==> src/rtl/pee_pkg.sv <==
// shared constants, types and helpers for the postfix expression evaluator
`timescale 1ns / 1ps

package pee_pkg;

  localparam int StackDepth  = 64;
  localparam int ValueWidth  = 32;
  localparam int CharWidth   = 8;
  localparam int StatusWidth = 2;
  localparam int AddrWidth   = $clog2(StackDepth);
  localparam int CountWidth  = $clog2(StackDepth + 1);
  localparam int DivCntWidth = $clog2(ValueWidth);

  // ascii codes
  localparam logic [CharWidth-1:0] CharZero   = 8'h30;
  localparam logic [CharWidth-1:0] CharNine   = 8'h39;
  localparam logic [CharWidth-1:0] CharPlus   = 8'h2B;
  localparam logic [CharWidth-1:0] CharMinus  = 8'h2D;
  localparam logic [CharWidth-1:0] CharStar   = 8'h2A;
  localparam logic [CharWidth-1:0] CharSlash  = 8'h2F;
  localparam logic [CharWidth-1:0] CharRparen = 8'h29;

  // status codes
  localparam logic [StatusWidth-1:0] StatusOk        = 2'd0;
  localparam logic [StatusWidth-1:0] StatusUnderflow = 2'd1;
  localparam logic [StatusWidth-1:0] StatusOverflow  = 2'd2;
  localparam logic [StatusWidth-1:0] StatusDivZero   = 2'd3;

  typedef enum logic [1:0] {
    OP_ADD,
    OP_SUB,
    OP_MUL,
    OP_DIV
  } op_e;

  function automatic op_e op_of_char(input logic [CharWidth-1:0] ch);
    op_e op;
    op = OP_ADD;
    case (ch)
      CharPlus:  op = OP_ADD;
      CharMinus: op = OP_SUB;
      CharStar:  op = OP_MUL;
      CharSlash: op = OP_DIV;
      default:   op = OP_ADD;
    endcase
    return op;
  endfunction

  // first error of an expression sticks
  function automatic logic [StatusWidth-1:0] flag_status(
    input logic [StatusWidth-1:0] cur,
    input logic [StatusWidth-1:0] code
  );
    return (cur == StatusOk) ? code : cur;
  endfunction

endpackage

==> src/rtl/postfix_expression_evaluator.sv <==
// postfix expression evaluator: operand stack in a synchronous memory, bit-serial divider
`timescale 1ns / 1ps

// Evaluates postfix expressions one character word at a time. A digit pushes
// its value, each of + - * / pops a then b and pushes b op a (wrapping at 32
// bits, division truncating toward zero), and ')' emits the popped value with
// the expression's sticky status (ok, underflow, overflow, divide by zero)
// before emptying the stack. Other characters are dropped. The operand stack
// is a 64-entry single-port-read memory with a registered read, so every pop
// is a separate memory read. A digit or an ignored character needs no extra
// state, + - * step through pop a, pop b, compute and push, ')' pops and then
// waits for the output register to drain, and / adds the divider steps (none
// when the divisor is zero) of the restoring divider that retires one quotient
// bit per cycle. The result is held in an output register, so new words are
// taken while it waits.
module postfix_expression_evaluator (
  input  logic                                  clk_i,
  input  logic                                  rst_ni,
  input  logic                                  in_valid_i,
  output logic                                  in_stall_o,
  input  logic        [pee_pkg::CharWidth-1:0]  char_in_i,
  output logic                                  out_valid_o,
  input  logic                                  out_stall_i,
  output logic signed [pee_pkg::ValueWidth-1:0] result_value_o,
  output logic        [pee_pkg::StatusWidth-1:0] status_o
);

  import pee_pkg::*;

  // sequencer states
  localparam logic [2:0] SIdle = 3'd0;
  localparam logic [2:0] SPopB = 3'd1;
  localparam logic [2:0] SExec = 3'd2;
  localparam logic [2:0] SDiv  = 3'd3;
  localparam logic [2:0] SDwb  = 3'd4;
  localparam logic [2:0] STerm = 3'd5;

  logic [2:0]             state_q, state_d;
  logic [CountWidth-1:0]  count_q, count_d;
  logic [StatusWidth-1:0] err_q, err_d;
  op_e                    op_q, op_d;
  logic                   pop_ok_q, pop_ok_d;   // last pop read a real entry
  logic [ValueWidth-1:0]  a_q, a_d;

  // divider registers
  logic [ValueWidth-1:0]  div_rem_q, div_rem_d;
  logic [ValueWidth-1:0]  div_quo_q, div_quo_d;
  logic [ValueWidth-1:0]  div_den_q, div_den_d;
  logic                   div_neg_q, div_neg_d;
  logic [DivCntWidth-1:0] div_cnt_q, div_cnt_d;

  // output register
  logic                   out_valid_q, out_valid_d;
  logic [ValueWidth-1:0]  out_value_q, out_value_d;
  logic [StatusWidth-1:0] out_status_q, out_status_d;

  // stack memory
  logic [ValueWidth-1:0]  stack_mem [StackDepth];
  logic [ValueWidth-1:0]  rdata_q;
  logic                   rd_en;
  logic [AddrWidth-1:0]   rd_addr;
  logic                   we;
  logic [AddrWidth-1:0]   wr_addr;
  logic [ValueWidth-1:0]  wr_data;

  logic [CountWidth-1:0]  count_dec;
  logic [ValueWidth-1:0]  b_val;
  logic [ValueWidth-1:0]  num_mag;
  logic [ValueWidth-1:0]  den_mag;
  logic [ValueWidth:0]    rem_shift;
  logic [ValueWidth:0]    rem_sub;
  logic                   rem_ge;
  logic                   out_load;

  assign count_dec = count_q - 1'b1;
  assign b_val     = pop_ok_q ? rdata_q : '0;
  assign num_mag   = b_val[ValueWidth-1] ? ('0 - b_val) : b_val;
  assign den_mag   = a_q[ValueWidth-1] ? ('0 - a_q) : a_q;

  // one restoring step: shift in the next dividend bit, subtract if it fits
  assign rem_shift = {div_rem_q, div_quo_q[ValueWidth-1]};
  assign rem_sub   = rem_shift - {1'b0, div_den_q};
  assign rem_ge    = (rem_shift >= {1'b0, div_den_q});

  assign out_load  = !out_valid_q || !out_stall_i;

  always_comb begin
    state_d      = state_q;
    count_d      = count_q;
    err_d        = err_q;
    op_d         = op_q;
    pop_ok_d     = pop_ok_q;
    a_d          = a_q;
    div_rem_d    = div_rem_q;
    div_quo_d    = div_quo_q;
    div_den_d    = div_den_q;
    div_neg_d    = div_neg_q;
    div_cnt_d    = div_cnt_q;
    out_valid_d  = out_valid_q && out_stall_i;
    out_value_d  = out_value_q;
    out_status_d = out_status_q;
    rd_en        = 1'b0;
    rd_addr      = count_dec[AddrWidth-1:0];
    we           = 1'b0;
    wr_addr      = count_q[AddrWidth-1:0];
    wr_data      = '0;

    case (state_q)
      SIdle: begin
        if (in_valid_i) begin
          case (char_in_i) inside
            [CharZero:CharNine]: begin
              if (count_q == CountWidth'(StackDepth)) begin
                err_d = flag_status(err_q, StatusOverflow);
              end else begin
                we      = 1'b1;
                wr_data = ValueWidth'(char_in_i - CharZero);
                count_d = count_q + 1'b1;
              end
            end
            CharPlus, CharMinus, CharStar, CharSlash: begin
              op_d    = op_of_char(char_in_i);
              state_d = SPopB;
              if (count_q != '0) begin
                rd_en    = 1'b1;
                count_d  = count_dec;
                pop_ok_d = 1'b1;
              end else begin
                err_d    = flag_status(err_q, StatusUnderflow);
                pop_ok_d = 1'b0;
              end
            end
            CharRparen: begin
              state_d = STerm;
              if (count_q != '0) begin
                rd_en    = 1'b1;
                count_d  = count_dec;
                pop_ok_d = 1'b1;
              end else begin
                err_d    = flag_status(err_q, StatusUnderflow);
                pop_ok_d = 1'b0;
              end
            end
            default: ;
          endcase
        end
      end

      SPopB: begin
        a_d     = pop_ok_q ? rdata_q : '0;
        state_d = SExec;
        if (count_q != '0) begin
          rd_en    = 1'b1;
          count_d  = count_dec;
          pop_ok_d = 1'b1;
        end else begin
          err_d    = flag_status(err_q, StatusUnderflow);
          pop_ok_d = 1'b0;
        end
      end

      SExec: begin
        // two pops just freed space, so the push always fits
        we      = 1'b1;
        count_d = count_q + 1'b1;
        state_d = SIdle;
        case (op_q)
          OP_ADD: wr_data = b_val + a_q;
          OP_SUB: wr_data = b_val - a_q;
          OP_MUL: wr_data = b_val * a_q;
          OP_DIV: begin
            if (den_mag == '0) begin
              err_d   = flag_status(err_q, StatusDivZero);
              wr_data = '0;
            end else begin
              we        = 1'b0;
              count_d   = count_q;
              state_d   = SDiv;
              div_rem_d = '0;
              div_quo_d = num_mag;
              div_den_d = den_mag;
              div_neg_d = a_q[ValueWidth-1] ^ b_val[ValueWidth-1];
              div_cnt_d = DivCntWidth'(ValueWidth - 1);
            end
          end
          default: wr_data = '0;
        endcase
      end

      SDiv: begin
        div_rem_d = rem_ge ? rem_sub[ValueWidth-1:0] : rem_shift[ValueWidth-1:0];
        div_quo_d = {div_quo_q[ValueWidth-2:0], rem_ge};
        if (div_cnt_q == '0) begin
          state_d = SDwb;
        end else begin
          div_cnt_d = div_cnt_q - 1'b1;
        end
      end

      SDwb: begin
        we      = 1'b1;
        wr_data = div_neg_q ? ('0 - div_quo_q) : div_quo_q;
        count_d = count_q + 1'b1;
        state_d = SIdle;
      end

      STerm: begin
        // popped value sits in rdata_q until the output register frees up
        if (out_load) begin
          out_valid_d  = 1'b1;
          out_value_d  = b_val;
          out_status_d = err_q;
          count_d      = '0;
          err_d        = StatusOk;
          state_d      = SIdle;
        end
      end

      default: state_d = SIdle;
    endcase
  end

  // reads and writes never hit the stack in the same cycle, the sequencer
  // never asserts the read and the write enable together
  always_ff @(posedge clk_i) begin
    if (we) begin
      stack_mem[wr_addr] <= wr_data;
    end
  end

  always_ff @(posedge clk_i) begin
    if (rd_en) begin
      rdata_q <= stack_mem[rd_addr];
    end
  end

  always_ff @(posedge clk_i or negedge rst_ni) begin
    if (!rst_ni) begin
      state_q     <= SIdle;
      count_q     <= '0;
      err_q       <= StatusOk;
      out_valid_q <= 1'b0;
    end else begin
      state_q     <= state_d;
      count_q     <= count_d;
      err_q       <= err_d;
      out_valid_q <= out_valid_d;
    end
  end

  // payload registers
  always_ff @(posedge clk_i) begin
    op_q         <= op_d;
    pop_ok_q     <= pop_ok_d;
    a_q          <= a_d;
    div_rem_q    <= div_rem_d;
    div_quo_q    <= div_quo_d;
    div_den_q    <= div_den_d;
    div_neg_q    <= div_neg_d;
    div_cnt_q    <= div_cnt_d;
    out_value_q  <= out_value_d;
    out_status_q <= out_status_d;
  end

  assign in_stall_o     = (state_q != SIdle);
  assign out_valid_o    = out_valid_q;
  assign result_value_o = out_value_q;
  assign status_o       = out_status_q;

  // stack fill never runs past the memory
  a_count_bound: assert property (@(posedge clk_i) disable iff (!rst_ni)
    count_q <= CountWidth'(StackDepth))
    else $error("stack count beyond depth");

  // a terminator word always leads to the emit state
  a_term_path: assert property (@(posedge clk_i) disable iff (!rst_ni)
    (in_valid_i && !in_stall_o && char_in_i == CharRparen) |=> state_q == STerm)
    else $error("terminator not followed by emit");

  // emitting a result clears the stack and the sticky status
  a_term_clear: assert property (@(posedge clk_i) disable iff (!rst_ni)
    (state_q == STerm && out_load) |=> (count_q == '0 && err_q == StatusOk && out_valid_q))
    else $error("expression state not cleared after emit");

  // divider counts down one bit per cycle without leaving the loop
  a_div_step: assert property (@(posedge clk_i) disable iff (!rst_ni)
    (state_q == SDiv && div_cnt_q != '0) |=>
      (state_q == SDiv && div_cnt_q == DivCntWidth'($past(div_cnt_q) - 1'b1)))
    else $error("divider step sequence broken");

endmodule

==> config.mk <==
export PLATFORM = sky130hd
export DESIGN_NAME = postfix_expression_evaluator
export DESIGN_NICKNAME = d
export VERILOG_FILES = /design/src/rtl/pee_pkg.sv /design/src/rtl/postfix_expression_evaluator.sv
export SDC_FILE = /design/constraint.sdc
export NUM_CORES = 2
export LEC_CHECK = 0
export BUFFER_PORTS_ARGS = -buffer_cell sky130_fd_sc_hd__buf_2
export CAP_MARGIN = 5
export CORE_MARGIN = 5
export CORE_UTILIZATION = 50
export DETAILED_ROUTE_END_ITERATION = 8
export GPL_TIMING_DRIVEN = 0
export PLACE_DENSITY_LB_ADDON = 0.2
export SYNTH_ARGS = -nofsm -noshare
export SYNTH_HDL_FRONTEND = slang
export SYNTH_SLANG_ARGS = --single-unit
==> constraint.sdc <==
create_clock -name clk_i -period 30.1 [get_ports clk_i]
set_input_delay 3.01 -clock clk_i [delete_from_list [all_inputs] [get_ports clk_i]]
set_output_delay 3.01 -clock clk_i [all_outputs]
set_load 0.02 [all_outputs]
==> impl_metrics.toml <==
[sta]
setup-tns-final_ps = 0
fmax_mhz = 81.8
hold_viol = 0
maxSlewViolCount = 70
setup_ws_ps = 17870
tightest_slew_ps = 1520
slew_headroom_pct = -1.40
min_period_ps = 12230
setup_viol = 0
fin_skew_ps = 102
rsz0062_at_grt = "no"
min_period_over_period_pct = 40.6

[finish]
final_cells = 9815
area_growth_pct = 13.5
drive_above_1_share_pct = 18.8
final_area_sq_um = 123000
fin_nets = 7363

[clocking]
cts_tree = "built"
cts_buffers = 221
cts-root-buf = "clkbuf_16"
holdBufCountCts = 0
clock-sinks = 2264
clkLatencyLatePin_ps = 900
clockBufferDepth = 3
cts.repair.resized = 0
cts_max_level = 4
clk_pin_slew_ps = 60
cts_post_setup_buffers_inserted = 0

[die]
start_util_pct = 50.1
die_x_microns = 476
rows = 171
core-area_sq_um = 217000
die_h_microns = 476
dieArea_sq_um = 227000
io_pins = 48

[logic_synthesis]
seq_area_frac_synth_pct = 62.5
yosys.area.top_type = "edfxtp_1"
yosys-top-cells-count = "edfxtp_1, mux4_2, inv_1, fa_1, nand2_1"
ys.flop_type = "edfxtp_1"
synth-xor-area-share_pct = 2.00
ys_warn_count = 0
synth_enable_flop_cells = 2251
yosysTopAreaCellShare_pct = 62.2
syn_nets = 6962
synth_top_family_by_area = "multiplexers"
ys_ff_latch = 2264
yosysUniqueCellTypes = 85
yosys.area_share.simple_pct = 5.43
async_flop_share_pct = 0.574
synth_area_sq_um = 109000
netlist_top_cells_area = "edfxtp_1, mux4_2, fa_1"
synth_fa_ha_area_share_pct = 9.81
yosysMostFrequentCell = "edfxtp_1"
syn_avg_cell_area_sq_um = 17.1
synthMuxAreaShare_pct = 14.1
syn_inst = 6344
synth_compound_area_share_pct = 3.16

[worst_hold_path]
worstHoldEndpoint = "status_o[1]"
hold_start = "err_q[1]"
hold_depth = 0
hold_path_class = "flop to flop"

[run_status]
violations = "antenna rules, capacitance limit, slew limit"
status = "complete, but fails checks"

[route]
drc = 0
wire_per_inst_microns = 34.2
vias_per_cell = 6.35
first_pass_iters = 6
drt_iter0_drc = 7837
num_vias = 62300
ant_nets = 1
drt_wl_total_microns = 336000

[placement]
place_area_sq_um = 116000
dp_cells = 9372
hpwlAfterDp_microns = 244000
place_congestion = 1.01
port_buffers = 47
pre_cts_ws_ps = 18150

[critical_path]
r2r-start = "pop_ok_q"
r2r-end = "stack_mem[43][31]"
cp.required_ps = 30770
start_kind = "flop"
reg2reg_slack_ps = 17870
rr_worst_depth = 27
cp_max_fo = 36
endpoint_kind = "flop"
crit_type = "flop to flop"
arrival_ps = 12900

[global_routing]
grt_usage_pct = 29.9
grt_first_pass_wirelength_microns = 473000
grt_pass1_vias = 62400
grt_max_degree = 65
grt_overflow_total = 0
antenna_found_initial = 44

[flow_run]
maxCapViolCount = 6
-- layer usage --
layer | global-route usage, % | vias up | routed length (microns)
li1 | - | 25300 | -
met1 | 38.5 | 32700 | 123000
met2 | 47.7 | 3421 | 159000
met3 | 6.54 | 868 | 31000
met4 | 16.6 | 0 | 22600
met5 | 0 | - | 0
-- per-stage QoR --
stage | util [%] | hold WS, ps
2_1_floorplan | - | 448
3_3_place_gp | 51.9 | 467
3_5_place_dp | 53.5 | 471
4_1_cts | 56.8 | 487
5_1_grt | 56.8 | 497
6_report | 56.9 | 485
-- worst max-delay path, stage by stage, from the launching register on --
cell	delay (ps)
edfxtp_1	490
clkbuf_1	400
clkbuf_1	510
clkbuf_1	430
clkbuf_1	510
clkbuf_1	720
and3_1	290
fa_1	460
fa_1	500
fa_1	510
inv_1	50
fa_1	470
inv_1	50
fa_1	490
fa_1	520
fa_1	580
fa_1	470
ha_1	430
a21o_1	250
o21ai_0	170
o311ai_0	250
a41oi_1	280
o31ai_1	290
a41o_1	340
o41ai_1	940
xnor2_1	430
o221ai_4	870
buf_16	260
-- registers in the layout, summed over array words and instances (netlist names) --
signal and cells:
a_q 32, count_q 7, div_cnt_q 5, div_den_q 32
div_neg_q 1, div_quo_q 32, div_rem_q 32, err_q 2
op_q 2, out_valid_o 1, pop_ok_q 1, rdata_q 32
result_value_o 32, stack_mem 2048, state_q 3, status_o 2
-- cell type report --
class | instances | area, sq um
fillers | 16500 | 93500
flip-flops and latches | 2264 | 67900
multi-input cells | 3241 | 38400
clock buffers | 273 | 5770
well taps | 2854 | 3570
repair buffers | 178 | 3060
inverters | 457 | 1720
plain buffers | 382 | 1470
clock inverters | 140 | 1300
diodes | 26 | 65.1
-- worst max path at each step --
| stage | from | end | slack [ps] | cells after the start |
|---|---|---|---|---|
| after floorplan | pop_ok_q | stack_mem[0][24] | 19350 | 27 |
| after global placement | pop_ok_q | stack_mem[12][24] | 12500 | 25 |
| after detailed placement | pop_ok_q | stack_mem[45][31] | 18150 | 27 |
| after CTS | pop_ok_q | stack_mem[43][31] | 18110 | 27 |
| after global routing | pop_ok_q | stack_mem[43][31] | 17700 | 27 |
| final | pop_ok_q | stack_mem[43][31] | 17870 | 27 |
-- layout by cell type, fill, tap and decap left out, drive strengths merged, types with 39 or more instances in the layout --
cell	n
ha	196
xor2	101
nor2	209
edfxtp	2251
clkbuf	581
clkinv	117
nand2	368
nand3	50
and3	307
inv	459
xnor2	147
buf	252
mux4	672
o21ai	141
a21oi	109
and2	40
nor3	39
fa	410
a21o	41
-- cells by family (layout without fill, tap and decap cells) --
group | count (synthesis) | count (layout)
and+or+nand+nor | 1169 | 1169
other | 0 | 26
AOI/OAI and AO/OA | 524 | 524
xor gates and xnor gates | 248 | 248
muxes | 694 | 694
adders and majority gates | 606 | 606
buffers and inverters | 839 | 1430
DFF | 2264 | 2264
Power is left out: the tool's default activity adds up to more than one toggle a clock period on the data nets, which glitch-free logic cannot reach.
